## src/rtl/rfpw_pkg.sv

```systemverilog
// shared constants, codes and interface structs of the framebuffer pixel writer
package rfpw_pkg;

    localparam int FB_BYTES = 16384;
    localparam int FB_AW    = $clog2(FB_BYTES);
    localparam int MAX_DIM  = 1024;
    localparam int DIM_W    = 11;
    localparam int COORD_W  = 10;
    localparam int PITCH_W  = $clog2(MAX_DIM / 4 + 1);
    localparam int PROD_W   = COORD_W + PITCH_W;
    localparam int TOTAL_W  = DIM_W + PITCH_W;

    localparam int CFG_IDX_W  = 3;
    localparam int CFG_DATA_W = DIM_W;

    localparam logic [CFG_IDX_W-1:0] REG_MEM_WIDTH    = 3'd0;
    localparam logic [CFG_IDX_W-1:0] REG_MEM_HEIGHT   = 3'd1;
    localparam logic [CFG_IDX_W-1:0] REG_ROTATION     = 3'd2;
    localparam logic [CFG_IDX_W-1:0] REG_MIRROR_MODE  = 3'd3;
    localparam logic [CFG_IDX_W-1:0] REG_TWO_BIT_MODE = 3'd4;

    localparam logic [DIM_W-1:0] RESET_WIDTH  = 11'd128;
    localparam logic [DIM_W-1:0] RESET_HEIGHT = 11'd296;

    localparam logic [1:0] ROT_0   = 2'd0;
    localparam logic [1:0] ROT_90  = 2'd1;
    localparam logic [1:0] ROT_180 = 2'd2;
    localparam logic [1:0] ROT_270 = 2'd3;

    localparam logic [1:0] STATUS_WRITTEN  = 2'd0;
    localparam logic [1:0] STATUS_REJECTED = 2'd1;
    localparam logic [1:0] STATUS_CLEARED  = 2'd2;

    localparam logic [7:0] BIT_MSB   = 8'h80;
    localparam logic [7:0] FIELD_MSB = 8'hC0;
    localparam logic [7:0] FIELD_REP = 8'h55;

    typedef struct packed {
        logic [DIM_W-1:0] width;
        logic [DIM_W-1:0] height;
        logic [1:0]       rotation;
        logic [1:0]       mirror;
        logic             two_bit;
    } cfg_t;

    typedef struct packed {
        logic load;
        logic map;
        logic addr;
        logic read;
        logic pix_write;
        logic fill_step;
        logic init;
        logic emit_reject;
        logic emit_clear;
    } cmd_t;

    typedef struct packed {
        logic is_clear;
        logic pix_ok;
        logic total_zero;
        logic fill_last;
    } stat_t;

endpackage

```

## src/rtl/rfpw_cfg.sv

```systemverilog
// configuration registers with panel size clamping
module rfpw_cfg (
    input  logic                                clk,
    input  logic                                rst_n,
    input  logic                                cfg_we,
    input  logic [rfpw_pkg::CFG_IDX_W-1:0]      cfg_index,
    input  logic [rfpw_pkg::CFG_DATA_W-1:0]     cfg_wdata,
    output rfpw_pkg::cfg_t                      cfg
);

    logic [rfpw_pkg::DIM_W-1:0] width_reg;
    logic [rfpw_pkg::DIM_W-1:0] height_reg;
    logic [1:0]                 rotation_reg;
    logic [1:0]                 mirror_reg;
    logic                       two_bit_reg;

    always_ff @(posedge clk or negedge rst_n)
    begin
        if (!rst_n)
        begin
            width_reg    <= rfpw_pkg::RESET_WIDTH;
            height_reg   <= rfpw_pkg::RESET_HEIGHT;
            rotation_reg <= rfpw_pkg::ROT_0;
            mirror_reg   <= 2'd0;
            two_bit_reg  <= 1'b0;
        end
        else if (cfg_we)
        begin
            unique case (cfg_index)
                rfpw_pkg::REG_MEM_WIDTH:    width_reg    <= cfg_wdata;
                rfpw_pkg::REG_MEM_HEIGHT:   height_reg   <= cfg_wdata;
                rfpw_pkg::REG_ROTATION:     rotation_reg <= cfg_wdata[1:0];
                rfpw_pkg::REG_MIRROR_MODE:  mirror_reg   <= cfg_wdata[1:0];
                rfpw_pkg::REG_TWO_BIT_MODE: two_bit_reg  <= cfg_wdata[0];
                default:
                begin
                end
            endcase
        end
    end

    // oversized panels behave as the largest supported one
    always_comb
    begin
        cfg.width    = (width_reg > rfpw_pkg::DIM_W'(rfpw_pkg::MAX_DIM))
                       ? rfpw_pkg::DIM_W'(rfpw_pkg::MAX_DIM) : width_reg;
        cfg.height   = (height_reg > rfpw_pkg::DIM_W'(rfpw_pkg::MAX_DIM))
                       ? rfpw_pkg::DIM_W'(rfpw_pkg::MAX_DIM) : height_reg;
        cfg.rotation = rotation_reg;
        cfg.mirror   = mirror_reg;
        cfg.two_bit  = two_bit_reg;
    end

endmodule

```

## config.mk

```make
export PLATFORM = sky130hd
export DESIGN_NAME = rfpw_cfg
export DESIGN_NICKNAME = d
export VERILOG_FILES = /design/src/rtl/rfpw_pkg.sv /design/src/rtl/rfpw_cfg.sv
export SDC_FILE = /design/constraint.sdc
export NUM_CORES = 1
export LEC_CHECK = 0
export ABC_CLOCK_PERIOD_IN_PS = 1800
export BUFFER_PORTS_ARGS = -buffer_cell sky130_fd_sc_hd__buf_2
export CAP_MARGIN = 20
export CELL_PAD_IN_SITES_DETAIL_PLACEMENT = 0
export CELL_PAD_IN_SITES_GLOBAL_PLACEMENT = 1
export CORE_ASPECT_RATIO = 1.75
export CORE_UTILIZATION = 30
export CTS_CLUSTER_SIZE = 12
export DETAILED_ROUTE_END_ITERATION = 10
export PLACE_DENSITY = 0.63
export SYNTH_ARGS = -nofsm -noshare
export SYNTH_HDL_FRONTEND = slang
export SYNTH_SLANG_ARGS = --single-unit
```

## constraint.sdc

```tcl
create_clock -name clk -period 1.8 [get_ports clk]
set_input_delay 0.54 -clock clk [delete_from_list [all_inputs] [get_ports clk]]
set_output_delay 0.54 -clock clk [all_outputs]
set_load 0.01 [all_outputs]
```

==> flow_summary.json <==
{
  "outcome": "finished, final reports clean",
  "grt_usage": 0.125,
  "syn_nets": 103,
  "cts_resized": 0,
  "relSlewSlack": 0.601,
  "startpoint": "width_reg[10]",
  "clock_sinks": 27,
  "r2r-end": "width_reg[10]",
  "hp-class": "in2async",
  "fillers": 404,
  "vias": 801,
  "r2r_slack_ns": 0.83,
  "setup-tns-final_ns": 0,
  "cts_hold_buf": 0,
  "grt_antenna_before_repair": 0,
  "setup_viol_count_final": 0,
  "p_leak_nw": 0.760,
  "crit_family": "flip-flops",
  "die_area_sq_um": 4470,
  "critPathMaxStageDelay_ns": 0.53,
  "hold_violations": 0,
  "htreeDepth": 1,
  "path_class": "reg2out",
  "busiest_layer": "met2",
  "diodes": 0,
  "dp.cells": 172,
  "max_cap_viol_count": 0,
  "fin_crit_sh": 0.941,
  "final_cell_count_no_fill": 176,
  "syn_area_sq_um": 1260,
  "p_per_area_nw_per_um2": 1050,
  "crit_path_start_kind": "flop",
  "io_pins": 44,
  "clk_latency_ns": 0.27,
  "nNetsFinal": 146,
  "routedWlPerCell_um": 14.0,
  "layout_common_cells": "43 x buf_2, 22 x dfrtp_1, 20 x nor2b_1",
  "synth_cell_types": 11,
  "synth_top_cell_by_area": "dfrtp_1",
  "antenna_left": 0,
  "dp_hpwl_mm": 1.86,
  "vias_per_cell": 4.55,
  "start_util": 0.319,
  "vdd.ir_drop.worst_mv": 0.540,
  "cpMaxStageDelayCell": "dfrtp_1",
  "worstPathRequired_ns": 1.26,
  "grt_max_degree": 28,
  "cp-endpoint": "cfg[20]",
  "yosysSeqAreaShare": 0.541,
  "drc": 0,
  "grt_use_met3": 0.0226,
  "endpoint_kind": "primary output",
  "ys_ff_latch": 27,
  "drv_slew": 0,
  "regArea_sq_um": 682,
  "cts_root_buf": "clkbuf_8",
  "io_buffers": 43,
  "cts_tree": "done",
  "cp.arrival_ns": 1.15,
  "grt_pass1_vias": 878,
  "drt-total-wl_mm": 2.46,
  "drtPass1Iterations": 3,
  "crit_buf_inv": 1,
  "layout_commonest_cell": "buf_2",
  "r2r.worst_path.cells": 1,
  "cp_max_fo": 12,
  "grt_pass1_wl_mm": 4.12,
  "cts.reportedPaths.clkPinSlew_ns": 0.09,
  "gp_congestion": 0.668,
  "cts_buffer_depth": 2,
  "drtIter0Drc": 7,
  "drive_gt1_frac": 0.500,
  "grt-ovfl-total": 0,
  "r2r-start": "width_reg[10]",
  "yosysTopAreaCellShare": 0.457,
  "core_area_sq_um": 3940,
  "cts_buffers": 3,
  "rows": 30,
  "cp.depth": 2,
  "rsz0062_at_grt": "false",
  "multi_input_area_sq_um": 537,
  "worstMarginPinSlew_ns": 0.599,
  "gr-usage-met2": 0.226,
  "fmax_mhz": 590,
  "die_x_um": 51.0,
  "fin_skew_ns": 0,
  "syn_inst": 86,
  "synth_area_leaders": "dfrtp_1 46%, mux2_1 15%, mux2_4 12%, nor2b_1 9.9%, dfstp_2 8.3%",
  "postCtsSetupBuffers": 0,
  "path_cells": "nor2b_1 -> buf_2",
  "area_growth_pct": 25.4,
  "dieHeight_um": 87.7,
  "syn_avg_cell_area_sq_um": 14.6,
  "yosysWarnings": 0,
  "post-route-min-period_ns": 1.69,
  "grtUsageMet1": 0.140
}
-- synthesized netlist by cell type --
library cell	number
dfrtp_1	23
nor2b_1	20
mux2_1	17
mux2_4	10
clkbuf_1	4
dfstp_2	4
and4bb_1	3
buf_4	2
buf_6	1
nand4b_1	1
nor4b_4	1
-- kinds of logic (layout without fill, tap and decap cells) --
logic type | count (synthesis) | count (layout) | share of synthesized area
mux | 27 | 27 | 0.271
flops | 27 | 27 | 0.541
simple gates | 25 | 25 | 0.155
buf+inv | 7 | 49 | 0.0328
-- per-stage QoR --
| step | power (W) | util | cell area, sq um | setup WS (ns) | hold slack (ns) |
|---|---|---|---|---|---|
| 3_3_place_gp | 0.00132 | 0.389 | 1530 | 0.198 | 0.461 |
| 5_1_grt | 0.00176 | 0.401 | 1580 | 0.0113 | 0.319 |
| 6_report | 0.00165 | 0.401 | 1580 | 0.106 | 0.267 |
| 4_1_cts | 0.00168 | 0.400 | 1580 | 0.0630 | 0.289 |
| 3_5_place_dp | 0.00134 | 0.389 | 1530 | 0.154 | 0.471 |
| 2_1_floorplan | 0.00113 | - | 1260 | 0.338 | 0.244 |
-- metal layers --
layer,vias to the layer above,share of wire
met2,26,0.55
met3,4,0.056
met1,397,0.38
li1,374,-
met5,-,0
met4,0,0.016
-- worst min path at each step --
stage                        startpoint             to  slack [ns]  cells past startpoint
after global routing              rst_n    two_bit_reg        0.32                      1
after floorplan                   rst_n  height_reg[0]        0.24                      0
after global placement    height_reg[0]  height_reg[0]        0.46                      1
after CTS                         rst_n  mirror_reg[0]        0.29                      1
final                             rst_n    two_bit_reg        0.27                      1
after detailed placement   width_reg[5]   width_reg[5]        0.47                      1
-- cell type report --
cell class / count / area share
repair buffers: 45 / 0.162
multi-input cells: 52 / 0.340
well taps: 48 / 0.0380
clock buffers: 4 / 0.0285
flip-flops and latches: 27 / 0.432
-- power breakdown --
| part | switching, W | internal (W) |
|---|---|---|
| clock | 0.000180 | 0.000159 |
| sequential | 0.0000919 | 0.000754 |
| combinational | 0.000203 | 0.000265 |
No activity file was read; power rests on OpenSTA's default activity.
