--- src/rtl/rfpw_pkg.sv ---
// shared constants, codes and interface structs of the framebuffer pixel writer
package rfpw_pkg;

    localparam int FB_BYTES = 16384;
    localparam int FB_AW    = $clog2(FB_BYTES);
    localparam int MAX_DIM  = 1024;
    localparam int DIM_W    = 11;
    localparam int COORD_W  = 10;
    localparam int PITCH_W  = $clog2(MAX_DIM / 4 + 1);
    localparam int PROD_W   = COORD_W + PITCH_W;
    localparam int TOTAL_W  = DIM_W + PITCH_W;

    localparam int CFG_IDX_W  = 3;
    localparam int CFG_DATA_W = DIM_W;

    localparam logic [CFG_IDX_W-1:0] REG_MEM_WIDTH    = 3'd0;
    localparam logic [CFG_IDX_W-1:0] REG_MEM_HEIGHT   = 3'd1;
    localparam logic [CFG_IDX_W-1:0] REG_ROTATION     = 3'd2;
    localparam logic [CFG_IDX_W-1:0] REG_MIRROR_MODE  = 3'd3;
    localparam logic [CFG_IDX_W-1:0] REG_TWO_BIT_MODE = 3'd4;

    localparam logic [DIM_W-1:0] RESET_WIDTH  = 11'd128;
    localparam logic [DIM_W-1:0] RESET_HEIGHT = 11'd296;

    localparam logic [1:0] ROT_0   = 2'd0;
    localparam logic [1:0] ROT_90  = 2'd1;
    localparam logic [1:0] ROT_180 = 2'd2;
    localparam logic [1:0] ROT_270 = 2'd3;

    localparam logic [1:0] STATUS_WRITTEN  = 2'd0;
    localparam logic [1:0] STATUS_REJECTED = 2'd1;
    localparam logic [1:0] STATUS_CLEARED  = 2'd2;

    localparam logic [7:0] BIT_MSB   = 8'h80;
    localparam logic [7:0] FIELD_MSB = 8'hC0;
    localparam logic [7:0] FIELD_REP = 8'h55;

    typedef struct packed {
        logic [DIM_W-1:0] width;
        logic [DIM_W-1:0] height;
        logic [1:0]       rotation;
        logic [1:0]       mirror;
        logic             two_bit;
    } cfg_t;

    typedef struct packed {
        logic load;
        logic map;
        logic addr;
        logic read;
        logic pix_write;
        logic fill_step;
        logic init;
        logic emit_reject;
        logic emit_clear;
    } cmd_t;

    typedef struct packed {
        logic is_clear;
        logic pix_ok;
        logic total_zero;
        logic fill_last;
    } stat_t;

endpackage

--- src/rtl/rfpw_ctrl.sv ---
// sequencing state machine of the pixel writer
module rfpw_ctrl (
    input  logic            clk,
    input  logic            rst_n,
    input  logic            start,
    input  rfpw_pkg::stat_t stat,
    output rfpw_pkg::cmd_t  cmd,
    output logic            busy
);

    typedef enum logic [2:0] {
        ST_INIT,
        ST_IDLE,
        ST_MAP,
        ST_ADDR,
        ST_CHECK,
        ST_MODIFY,
        ST_FILL
    } state_t;

    state_t state_reg, state_next;
    logic   busy_reg, busy_next;

    always_comb
    begin
        state_next = state_reg;
        unique case (state_reg)
            ST_INIT:   if (stat.fill_last) state_next = ST_IDLE;
            ST_IDLE:   if (start) state_next = ST_MAP;
            ST_MAP:    state_next = ST_ADDR;
            ST_ADDR:   state_next = ST_CHECK;
            ST_CHECK:
            begin
                if (stat.is_clear)
                    state_next = stat.total_zero ? ST_IDLE : ST_FILL;
                else
                    state_next = stat.pix_ok ? ST_MODIFY : ST_IDLE;
            end
            ST_MODIFY: state_next = ST_IDLE;
            ST_FILL:   if (stat.fill_last) state_next = ST_IDLE;
            default:   state_next = ST_IDLE;
        endcase
        busy_next = (state_next != ST_IDLE);
    end

    always_ff @(posedge clk or negedge rst_n)
    begin
        if (!rst_n)
        begin
            state_reg <= ST_INIT;
            busy_reg  <= 1'b1;
        end
        else
        begin
            state_reg <= state_next;
            busy_reg  <= busy_next;
        end
    end

    always_comb
    begin
        cmd.load        = (state_reg == ST_IDLE) && start;
        cmd.map         = (state_reg == ST_MAP);
        cmd.addr        = (state_reg == ST_ADDR);
        cmd.read        = (state_reg == ST_CHECK) && !stat.is_clear && stat.pix_ok;
        cmd.emit_reject = (state_reg == ST_CHECK) && !stat.is_clear && !stat.pix_ok;
        cmd.emit_clear  = ((state_reg == ST_CHECK) && stat.is_clear && stat.total_zero)
                          || ((state_reg == ST_FILL) && stat.fill_last);
        cmd.pix_write   = (state_reg == ST_MODIFY);
        cmd.fill_step   = (state_reg == ST_FILL) || (state_reg == ST_INIT);
        cmd.init        = (state_reg == ST_INIT);
    end

    assign busy = busy_reg;

endmodule

--- config.mk ---
export PLATFORM = sky130hd
export DESIGN_NAME = rfpw_ctrl
export DESIGN_NICKNAME = d
export VERILOG_FILES = /design/src/rtl/rfpw_pkg.sv /design/src/rtl/rfpw_ctrl.sv
export SDC_FILE = /design/constraint.sdc
export NUM_CORES = 1
export LEC_CHECK = 0
export ABC_CLOCK_PERIOD_IN_PS = 2500
export BUFFER_PORTS_ARGS = -buffer_cell sky130_fd_sc_hd__buf_2
export CORE_AREA = 2 2 39 41
export CTS_CLUSTER_DIAMETER = 40
export DETAILED_ROUTE_END_ITERATION = 10
export DIE_AREA = 0 0 41 43
export GPL_ROUTABILITY_DRIVEN = 0
export GPL_TIMING_DRIVEN = 0
export HOLD_SLACK_MARGIN = 0.06
export PLACE_DENSITY = 0.48
export SKIP_CTS_REPAIR_TIMING = 1
export SLEW_MARGIN = 20
export SYNTH_ARGS = -nofsm -noshare
export SYNTH_HDL_FRONTEND = slang
export SYNTH_SLANG_ARGS = --single-unit
--- constraint.sdc ---
create_clock -name clk -period 2.5 [get_ports clk]
set_clock_uncertainty 0.2 [all_clocks]
set_input_delay 0.125 -clock clk [delete_from_list [all_inputs] [get_ports clk]]
set_output_delay 0.125 -clock clk [all_outputs]
set_load 0.01 [all_outputs]
==> qor_table.md, run 1 <==
| Parameter | Reported | Unit |
|:---|:---|:---|
| Hold Slack | 0.0670 | ns |
| Cell breakdown of the critical path | buf_6, nor2_1, nor4bb_1, buf_2 | - |
| NumNets Final | 68 | - |
| Minimum setup slack among reg-to-reg paths | 1.04 | ns |
| Cell with the biggest individual delay on the critical path | dfrtp_1 | - |
| Async set-or-reset flop fraction in the synthesized netlist | 100 | % |
| DRC violation count after routing | 0 | - |
| Total Negative Setup Slacks | 0 | ns |
| Vias per cell | 4.57 | - |
| Antenna violations before repair | 0 | - |
| Final Routed Wirelength | 760 | um |
| Most frequent cells after synthesis | a21oi_1, dfrtp_1, nand2_1, nor3_1 | - |
| Worst Tran Pin Value | 0.212 | ns |
| Final Hold Vio Count | 0 | - |
| Overflow after GRT | 0 | - |
| R2r startpoint | state_reg[1] | - |
| CTS tree | yes | - |
| Count of buffering cells on the critical path with inverters included | 2 | - |
| Largest stage delay, worst path | 0.36 | ns |
| Final setup violation count | 0 | - |
| Count of flip-flops with a built-in enable after synthesis | 0 | - |
| Effective utilization at floorplan | 25.6 | % |
| Top-Level Pins | 17 | - |
| Worst-skew pair later-pin latency | 0.24 | ns |
| Clock sink count | 4 | - |
| Overall power of the completed layout | 0.606 | mW |
| Utilization after layout | 36.9 | % |
| LEAKAGE | 0.261 | nW |
| Wire length per cell after detailed routing | 10.0 | um |
| Result of the run | complete, no violations | - |
| Endpoint kind of the worst setup timing path | primary output | - |
| Area of the core | 1380 | um^2 |
| Largest voltage drop on the vdd net | 0.000335 | V |
| Highest achievable clock rate | 0.609 | GHz |
| Via count of the first global-routing pass | 298 | - |
| Post-CTS clock slew at the launch and capture registers of the worst setup and hold paths | 0.04 | ns |
| Reg2Reg Depth | 5 | - |
| Portion of the clock cycle consumed by the worst path in the final layout | 65.7 | % |
| Filler Cells Inserted | 147 | - |
| End of the critical path | cmd[1] | - |
| H-tree levels | 1 | - |
| Gate count of the mapped netlist | 37 | - |
| Total number of cells along the worst setup path | 4 | - |
| Wire length of the first global-routing pass | 1210 | um |
| Estimated wirelength of the detail-placed design | 589 | um |
| Top delay family on crit path | simple AND/OR/NAND/NOR gates | - |
| Total of buffers placed on input and output ports | 16 | - |
| Period minus WS final | 1.64 | ns |
| Startpoint of the worst setup timing path | state_reg[1] | - |
| Number of DRC violations after detailed-routing iteration 0 | 4 | - |
| Max capacitance violation total | 0 | - |
| Post-synth top area share | 21.2 | % |
| Critical path fanouts, max | 8 | - |
| Sequential share of the synthesized area | 28.6 | % |
| Die Width | 41 | um |
| Relative slew slack | 85.7 | % |
| CP arrival | 1.32 | ns |
| Root buffer cell | clkbuf_4 | - |
| Full die area | 1760 | um^2 |
| Flop and latch count out of synthesis | 4 | - |
| Antenna diodes | 0 | - |
| Fin cells | 76 | - |
| Detailed-router iteration count before antenna repair | 4 | - |
| Mean Syn Cell Area | 9.57 | um^2 |
| Clock buffers created by TritonCTS | 3 | - |
| Layout Area Growth over Synthesis | 44.2 | % |
| Worst endpoint required time | 2.17 | ns |
| Post-route ant nets | 0 | - |
| Die span in y | 43 | um |
| Pin count of the biggest net entering global routing | 11 | - |
| Dominant synthesized flop cell | dfrtp_1 | - |
| Site row count | 14 | - |
| Syn_nets | 44 | - |
| Type of the setup path with the least slack | flip-flop to primary output | - |
| Max FFs per register | 3 | - |
| Most area-hungry cell type in the Yosys netlist | dfrtp_1 | - |
| Type of origin of the critical path | flip-flop | - |
| RSZ-0062 raised after global routing | false | - |
| Fraction of final layout cells sized beyond drive strength 1 | 53.3 | % |
| Hold crit path type | primary input to flip-flop | - |
| Power per unit of standard cell area | 1190 | nW/um^2 |
| Fin. max-slew vios | 0 | - |
| Endpoint of the worst-slack reg-to-reg timing path | busy | - |
| Largest buffer count on any clock path | 2 | - |
| Number of library cell types mapped by synthesis | 25 | - |
| Mapped cell area | 354 | um^2 |
| Cell types with the largest area share after synthesis | dfrtp_1, dfstp_2, buf_6 | - |
| Via count | 347 | - |
| Number of warning messages in the yosys log | 0 | - |
| Placed cells | 69 | - |
| All-layer global routing usage | 10.2 | % |
worst reg2reg max path, stage by stage (launching register included):
cell and delay [ns]:
dfrtp_1 0.36, buf_6 0.14, inv_6 0.07, mux2_2 0.34
o21ba_1 0.19, o211ai_2 0.07
placed cells by master (no fill, tap or decap), drive strengths merged:
cell type / Yosys / routed
mux2: 1 / 1
inv: 3 / 3
buf: 2 / 18
a2bb2oi: 1 / 1
dlygate4sd3: 0 / 3
xor2: 1 / 1
nor2: 2 / 2
a21oi: 3 / 3
and3: 2 / 2
clkbuf: 1 / 5
nand3: 1 / 1
o22ai: 1 / 1
o221ai: 1 / 1
o21ba: 1 / 1
o211ai: 1 / 1
nor4bb: 1 / 1
nor2b: 1 / 1
nand2b: 2 / 2
dfstp: 1 / 1
and4b: 1 / 1
nor3: 3 / 3
dfrtp: 3 / 3
nand2: 3 / 3
maj3: 1 / 1
routing by layer:
| metal | share of wire (%) | global-route usage (%) | vias to the layer above |
|---|---|---|---|
| met5 | 0 | 0 | - |
| met4 | 0 | 2.00 | 0 |
| met3 | 10 | 6.28 | 0 |
| met2 | 45 | 13.4 | 16 |
| met1 | 44 | 14.0 | 152 |
| li1 | - | - | 179 |
stage by stage:
stage / setup WS, ns / instance area, um^2
after detailed placement: 1.05 / 454
final: 0.858 / 510
after global placement: 1.03 / 454
after CTS: 0.852 / 480
after floorplan: 1.11 / 354
after global routing: 0.733 / 510
cell type report:
type | instances | area [um^2] | share of cell area, %
Multi-Input combinational cell | 27 | 200 | 39.2
Clock buffer | 4 | 26.3 | 5.15
Tap cell | 16 | 20.0 | 3.92
Sequential cell | 4 | 101 | 19.9
Inverter | 3 | 16.3 | 3.19
Timing Repair Buffer | 19 | 110 | 21.6
Buffer | 3 | 36.3 | 7.11
cells by family (layout without fill, tap and decap cells):
logic type               after synthesis  after routing  share of synthesized area [%]
XOR/XNOR                               1              1                           2.47
buffers and inverters                  6             29                           14.8
AO/OA/AOI/OAI                          8              8                           19.1
multiplexers                           1              1                           3.18
AND/OR/NAND/NOR                       16             16                           28.6
adder cells (fa/ha/maj)                1              1                           3.18
flip-flops                             4              4                           28.6
worst min path at each step:
stage | cells after the start | start | endpoint
2_1_floorplan | 0 | rst_n | state_reg[0]
3_3_place_gp | 1 | rst_n | state_reg[0]
3_5_place_dp | 1 | rst_n | state_reg[0]
4_1_cts | 1 | rst_n | state_reg[1]
5_1_grt | 3 | stat[0] | state_reg[1]
6_report | 3 | stat[0] | state_reg[1]
report_power, final:
group          internal, mW  switching (mW)  total (mW)
sequential            0.102          0.0191       0.121
combinational         0.190           0.206       0.396
clock                0.0601          0.0294      0.0895
(Power assumes the default switching activity.)
==> run 2: changes to the inputs <==
--- a/config.mk
+++ b/config.mk
@@ -5,7 +5,7 @@
 export SDC_FILE = /design/constraint.sdc
 export NUM_CORES = 1
 export LEC_CHECK = 0
-export ABC_CLOCK_PERIOD_IN_PS = 2500
+export ABC_CLOCK_PERIOD_IN_PS = 1300
 export BUFFER_PORTS_ARGS = -buffer_cell sky130_fd_sc_hd__buf_2
 export CORE_AREA = 2 2 39 41
 export CTS_CLUSTER_DIAMETER = 40
@@ -14,7 +14,7 @@
 export GPL_ROUTABILITY_DRIVEN = 0
 export GPL_TIMING_DRIVEN = 0
 export HOLD_SLACK_MARGIN = 0.06
-export PLACE_DENSITY = 0.48
+export PLACE_DENSITY = 0.5
 export SKIP_CTS_REPAIR_TIMING = 1
 export SLEW_MARGIN = 20
 export SYNTH_ARGS = -nofsm -noshare
==> constraint.sdc (replaced) <==
create_clock -name clk -period 1.3 [get_ports clk]
set_clock_uncertainty 0.2 [all_clocks]
set_input_delay 0.065 -clock clk [delete_from_list [all_inputs] [get_ports clk]]
set_output_delay 0.065 -clock clk [all_outputs]
set_load 0.01 [all_outputs]
==> qor_table.md, run 2 (same netlist as run 1, synthesis figures left out) <==
| Parameter | Reported | Unit | vs previous |
|:---|:---|:---|:---|
| Wire length of the first global-routing pass | 1240 | um | +2.9% |
| Clock buffers created by TritonCTS | 3 | - | unchanged |
| H-tree levels | 1 | - | unchanged |
| Type of the setup path with the least slack | flip-flop to primary output | - |  |
| Effective utilization at floorplan | 25.6 | % | unchanged |
| Highest achievable clock rate | 0.664 | GHz |  |
| Area taken by flip-flops and latches | 103 | um^2 | +1.2% |
| Most frequent cells in the layout | buf_2, buf_4, buf_6 | - |  |
| Routed length on met3 | 38 | um | -51% |
| Area of the core | 1380 | um^2 | unchanged |
| All-layer global routing usage | 10.1 | % | -0.11 points |
| NumNets Final | 75 | - | +10% |
| Via count | 376 | - | +8.4% |
| Total Negative Setup Slacks | -1.53 | ns | -1.53 ns |
| Layout Area Growth over Synthesis | 73.9 | % |  |
| Period minus WS final | 1.51 | ns |  |
| Hold Slack | 0.00419 | ns | -0.0628 ns |
| Top-Level Pins | 17 | - | unchanged |
| Overflow after GRT | 0 | - | unchanged |
| Die Width | 41 | um | unchanged |
| Post-CTS clock slew at the launch and capture registers of the worst setup and hold paths | 0.04 | ns | about the same |
| Post-route ant nets | 0 | - | unchanged |
| CTS tree | yes | - |  |
| Root buffer cell | clkbuf_4 | - |  |
| Final setup violation count | 13 | - | +13 |
| Slack of the critical path | -0.205 | ns | -1.06 ns |
| Die span in y | 43 | um | unchanged |
| Largest voltage drop on the vdd net | 0.000668 | V | +99% |
| Final Routed Wirelength | 881 | um | +16% |
| Commonest non-fill, non-tap cell in the layout | buf_2 | - |  |
| Via count of the first global-routing pass | 291 | - | -2.3% |
| Full die area | 1760 | um^2 | unchanged |
| Portion of the clock cycle consumed by the worst path in the final layout | 116 | % |  |
| Estimated wirelength of the detail-placed design | 609 | um | +3.3% |
| Antenna diodes | 0 | - | unchanged |
| Worst endpoint required time | 1.03 | ns | -1.14 ns |
| Wire length per cell after detailed routing | 10.6 | um | +6.1% |
| Hold crit path type | primary input to flip-flop | - |  |
| Final Hold Vio Count | 0 | - | unchanged |
| Met2 wire length | 427 | um | +24% |
| Worst-skew pair later-pin latency | 0.24 | ns | about the same |
| Relative slew slack | 86.0 | % | +0.27 points |
| RSZ-0062 raised after global routing | true | - |  |
| Placed cells | 69 | - | unchanged |
| Filler Cells Inserted | 139 | - | -5.4% |
| Endpoint kind of the worst setup timing path | primary output | - |  |
| LEAKAGE | 0.307 | nW | +17% |
| Detailed-router iteration count before antenna repair | 2 | - | -2 |
| Top metal layer carrying routed signals | met3 | - |  |
| CP arrival | 1.24 | ns | -0.08 ns |
| Result of the run | finished with violations | - |  |
| Worst Tran Pin Value | 0.207 | ns | -0.00417 ns |
| Max FFs per register | 3 | - | unchanged |
| Failing checks | negative setup slack | - |  |
| Pin count of the biggest net entering global routing | 11 | - | unchanged |
| Fin. max-slew vios | 0 | - | unchanged |
| Max capacitance violation total | 0 | - | unchanged |
| Vias per cell | 4.53 | - | -0.78% |
| Routed met1 length | 415 | um | +23% |
| Antenna violations before repair | 0 | - | unchanged |
| Power per unit of standard cell area | 2320 | nW/um^2 | +95% |
| Overall power of the completed layout | 1.43 | mW | +140% |
| Site row count | 14 | - | unchanged |
| Number of DRC violations after detailed-routing iteration 0 | 4 | - | unchanged |
| Largest buffer count on any clock path | 2 | - | unchanged |
| Fin cells | 83 | - | +9.2% |
| Type of origin of the critical path | flip-flop | - |  |
| Area of the multi-input gates | 235 | um^2 | +18% |
| Total of buffers placed on input and output ports | 16 | - | unchanged |
| Clock sink count | 4 | - | unchanged |
| Fraction of final layout cells sized beyond drive strength 1 | 68.7 | % | +15 points |
| Critical path fanouts, max | 7 | - | -1 |
| DRC violation count after routing | 0 | - | unchanged |
==> run 2: per-stage QoR <==
stage	setup slack [ns]	utilization, %	instance area [um^2]
after floorplan	-0.0691	-	364
after global placement	-0.132	33.5	464
after CTS	-0.316	35.4	490
after global routing	-0.283	44.5	616
final	-0.205	44.5	616
after detailed placement	-0.119	33.5	464
==> run 2: report_power, final <==
group	internal [mW]	switching (mW)	total, mW
Sequential	0.199	0.0405	0.240
Clock	0.115	0.0541	0.170
Combinational	0.543	0.476	1.02
Total	0.858	0.571	1.43
==> run 2: cell type report <==
cell class / count / share of cell area, %
plain buffers: 3 / 6.10
clock buffers: 4 / 4.27
inverters: 3 / 3.05
multi-input cells: 27 / 38.2
flip-flops and latches: 4 / 16.7
well taps: 16 / 3.25
repair buffers: 26 / 28.5
==> run 2: worst paths after layout <==
path | depth (start not counted) | start | endpoint | slack, ns
setup / recovery | 5 | state_reg[1] | cmd[8] | -0.21
max in group asynchronous | 3 | rst_n | state_reg[2] | 0.21
hold reg to reg | 2 | state_reg[2] | state_reg[1] | 0.46
setup reg to reg | 5 | state_reg[1] | busy | -0.13
hold / removal | 3 | stat[0] | state_reg[1] | 0.004
min in group asynchronous | 2 | rst_n | busy | 0.11
==> run 2: worst max-delay path, cell delays in order (launching register included) <==
cell and delay (ns):
dfrtp_1 0.36, buf_6 0.14, inv_8 0.07, and3_4 0.17
nor2b_1 0.12, buf_2 0.13
==> run 2: per-layer routing <==
| layer | vias up | global-route usage (%) |
|---|---|---|
| li1 | 190 | - |
| met1 | 177 | 14.0 |
| met2 | 9 | 14.1 |
| met3 | 0 | 4.71 |
| met4 | 0 | 2.00 |
| met5 | - | 0 |
==> run 3: changes to the inputs <==
--- a/config.mk
+++ b/config.mk
@@ -5,7 +5,7 @@
 export SDC_FILE = /design/constraint.sdc
 export NUM_CORES = 1
 export LEC_CHECK = 0
-export ABC_CLOCK_PERIOD_IN_PS = 1300
+export ABC_CLOCK_PERIOD_IN_PS = 1600
 export BUFFER_PORTS_ARGS = -buffer_cell sky130_fd_sc_hd__buf_2
 export CORE_AREA = 2 2 39 41
 export CTS_CLUSTER_DIAMETER = 40
@@ -14,7 +14,7 @@
 export GPL_ROUTABILITY_DRIVEN = 0
 export GPL_TIMING_DRIVEN = 0
 export HOLD_SLACK_MARGIN = 0.06
-export PLACE_DENSITY = 0.5
+export PLACE_DENSITY = 0.48
 export SKIP_CTS_REPAIR_TIMING = 1
 export SLEW_MARGIN = 20
 export SYNTH_ARGS = -nofsm -noshare
==> constraint.sdc (replaced) <==
create_clock -name clk -period 1.6 [get_ports clk]
set_clock_uncertainty 0.2 [all_clocks]
set_input_delay 0.08 -clock clk [delete_from_list [all_inputs] [get_ports clk]]
set_output_delay 0.08 -clock clk [all_outputs]
set_load 0.01 [all_outputs]
==> qor_table.md, run 3 (same netlist as run 1, synthesis figures left out) <==
| Parameter | Reported | Unit | vs previous |
|:---|:---|:---|:---|
| Result of the run | complete, no violations | - |  |
| Area of the multi-input gates | 216 | um^2 | -8.0% |
| Overall power of the completed layout | 0.988 | mW | -31% |
| Largest buffer count on any clock path | 2 | - | unchanged |
| Net Sw Power | 0.418 | mW | -27% |
| Max FFs per register | 3 | - | unchanged |
| NumNets Final | 69 | - | -8.0% |
| Worst-skew pair later-pin latency | 0.24 | ns | about the same |
| Fin. max-slew vios | 0 | - | unchanged |
| Worst Tran Pin Value | 0.208 | ns | +0.000798 ns |
| Net Sw Frac | 42.3 | % | +2.3 points |
| Power per unit of standard cell area | 1840 | nW/um^2 | -21% |
| Fin cells | 77 | - | -7.2% |
| Hold crit path type | primary input to asynchronous set/reset pin | - |  |
| Relative slew slack | 86.0 | % | about the same |
| Share of power burned in the clock network | 14.2 | % | +2.3 points |
| Pin count of the biggest net entering global routing | 11 | - | unchanged |
| Combinational share of power | 66.4 | % | -4.9 points |
| Site row count | 14 | - | unchanged |
| Die Width | 41 | um | unchanged |
| Final Hold Vio Count | 0 | - | unchanged |
| Part of the total power dissipated in sequential elements | 19.4 | % | +2.6 points |
| Cell area after placement | 454 | um^2 | -2.2% |
| Via count | 360 | - | -4.3% |
| Period minus WS final | 1.53 | ns |  |
| Clock sink count | 4 | - | unchanged |
| Hold Slack | 0.117 | ns | +0.113 ns |
| Worst endpoint required time | 1.32 | ns | +0.29 ns |
| Int Pwr | 0.571 | mW | -33% |
| Total Negative Setup Slacks | 0 | ns | +1.53 ns |
| Portion of the clock cycle consumed by the worst path in the final layout | 95.4 | % |  |
| Commonest non-fill, non-tap cell in the layout | buf_2 | - |  |
| Max capacitance violation total | 0 | - | unchanged |
| Vias per cell | 4.68 | - | +3.2% |
| Die span in y | 43 | um | unchanged |
| All-layer global routing usage | 10.2 | % | +0.11 points |
| Antenna diodes | 0 | - | unchanged |
| Filler Cells Inserted | 148 | - | +6.5% |
| Via count of the first global-routing pass | 298 | - | +2.4% |
| Total of buffers placed on input and output ports | 16 | - | unchanged |
| Most frequent cells in the layout | buf_2, dlygate4sd3_1 | - |  |
| Overflow after GRT | 0 | - | unchanged |
| Antenna violations before repair | 0 | - | unchanged |
| Type of the setup path with the least slack | flip-flop to primary output | - |  |
| Root buffer cell | clkbuf_4 | - |  |
| Layout Area Growth over Synthesis | 51.9 | % |  |
| RSZ-0062 raised after global routing | false | - |  |
| Total non-filler cell area in the finished layout | 538 | um^2 | -13% |
| Largest voltage drop on the vdd net | 0.000559 | V | -16% |
| DRC violation count after routing | 0 | - | unchanged |
| Type of origin of the critical path | flip-flop | - |  |
| Highest achievable clock rate | 0.655 | GHz |  |
| Wire length per cell after detailed routing | 10.6 | um | -0.28% |
| Number of DRC violations after detailed-routing iteration 0 | 2 | - | -2 |
| Final Routed Wirelength | 815 | um | -7.5% |
| Wire length of the first global-routing pass | 1210 | um | -2.8% |
| Placed cells | 69 | - | unchanged |
| Area taken by flip-flops and latches | 103 | um^2 | unchanged |
| Clock buffers created by TritonCTS | 3 | - | unchanged |
| Estimated wirelength of the detail-placed design | 589 | um | -3.2% |
| Critical path fanouts, max | 8 | - | +1 |
| Area of the core | 1380 | um^2 | unchanged |
| Final setup violation count | 0 | - | -13 |
| Top-Level Pins | 17 | - | unchanged |
| Detailed-router iteration count before antenna repair | 2 | - | unchanged |
| CP arrival | 1.25 | ns | about the same |
| Endpoint kind of the worst setup timing path | primary output | - |  |
| Effective utilization at floorplan | 25.6 | % | unchanged |
| Post-route ant nets | 0 | - | unchanged |
| Fraction of final layout cells sized beyond drive strength 1 | 60.7 | % | -8.0 points |
| LEAKAGE | 0.265 | nW | -14% |
| H-tree levels | 1 | - | unchanged |
| Post-CTS clock slew at the launch and capture registers of the worst setup and hold paths | 0.04 | ns | about the same |
| CTS tree | yes | - |  |
| Full die area | 1760 | um^2 | unchanged |
## run 3: changes by cell type in the layout (fill, tap and decap cells not counted), sizes merged
cell | before | now
buf | 26 | 18
clkbuf | 4 | 5
dlygate4sd3 | 3 | 4
## run 3: through the flow
stage / setup slack, ns / utilization, %
floorplan: 0.206 / -
global placement: 0.132 / 32.8
detailed placement: 0.145 / 32.8
CTS: -0.00281 / 34.7
global route: 0.00191 / 38.9
finish: 0.0737 / 38.9
## run 3: power groups by stage
stage	Sequential [mW]	Clock (mW)	Combinational (mW)
2_1_floorplan	0.192	0	0.458
3_3_place_gp	0.194	0	0.622
3_5_place_dp	0.193	0	0.617
4_1_cts	0.191	0.149	0.619
5_1_grt	0.199	0.158	0.723
6_report	0.192	0.140	0.656
## run 3: routing by layer
metal  up-vias  part of all wire (%)  global-route usage [%]
met2        14                    48                    13.4
li1        183                     -                       -
met1       163                    43                    14.0
met4         0                     0                    2.00
met5         -                     0                       0
met3         0                   9.0                    6.28
## run 3: area by class of cell
class                           instances  share of cell area, %
Buffer                                  3                   6.74
Clock buffer                            4                   4.88
Inverter                                3                   3.02
Multi-Input combinational cell         27                   40.2
Sequential cell                         4                   19.1
Tap cell                               16                   3.72
Timing Repair Buffer                   20                   22.3
## run 3: critical path, stage by stage (launching register included)
cell,delay [ns]
dfrtp_1,0.36
buf_6,0.14
inv_6,0.07
and3_2,0.18
nor2b_4,0.12
buf_2,0.12
## run 3: worst paths after layout
path	start	to	slack (ns)	depth (start not counted)
min in group clk	stat[1]	state_reg[1]	0.12	4
worst min-delay path	rst_n	busy	0.12	2
max in group asynchronous	rst_n	state_reg[2]	0.50	3
worst max-delay path	state_reg[1]	cmd[8]	0.07	5
worst max register to register	state_reg[1]	busy	0.13	5
worst min register to register	state_reg[0]	state_reg[0]	0.46	2
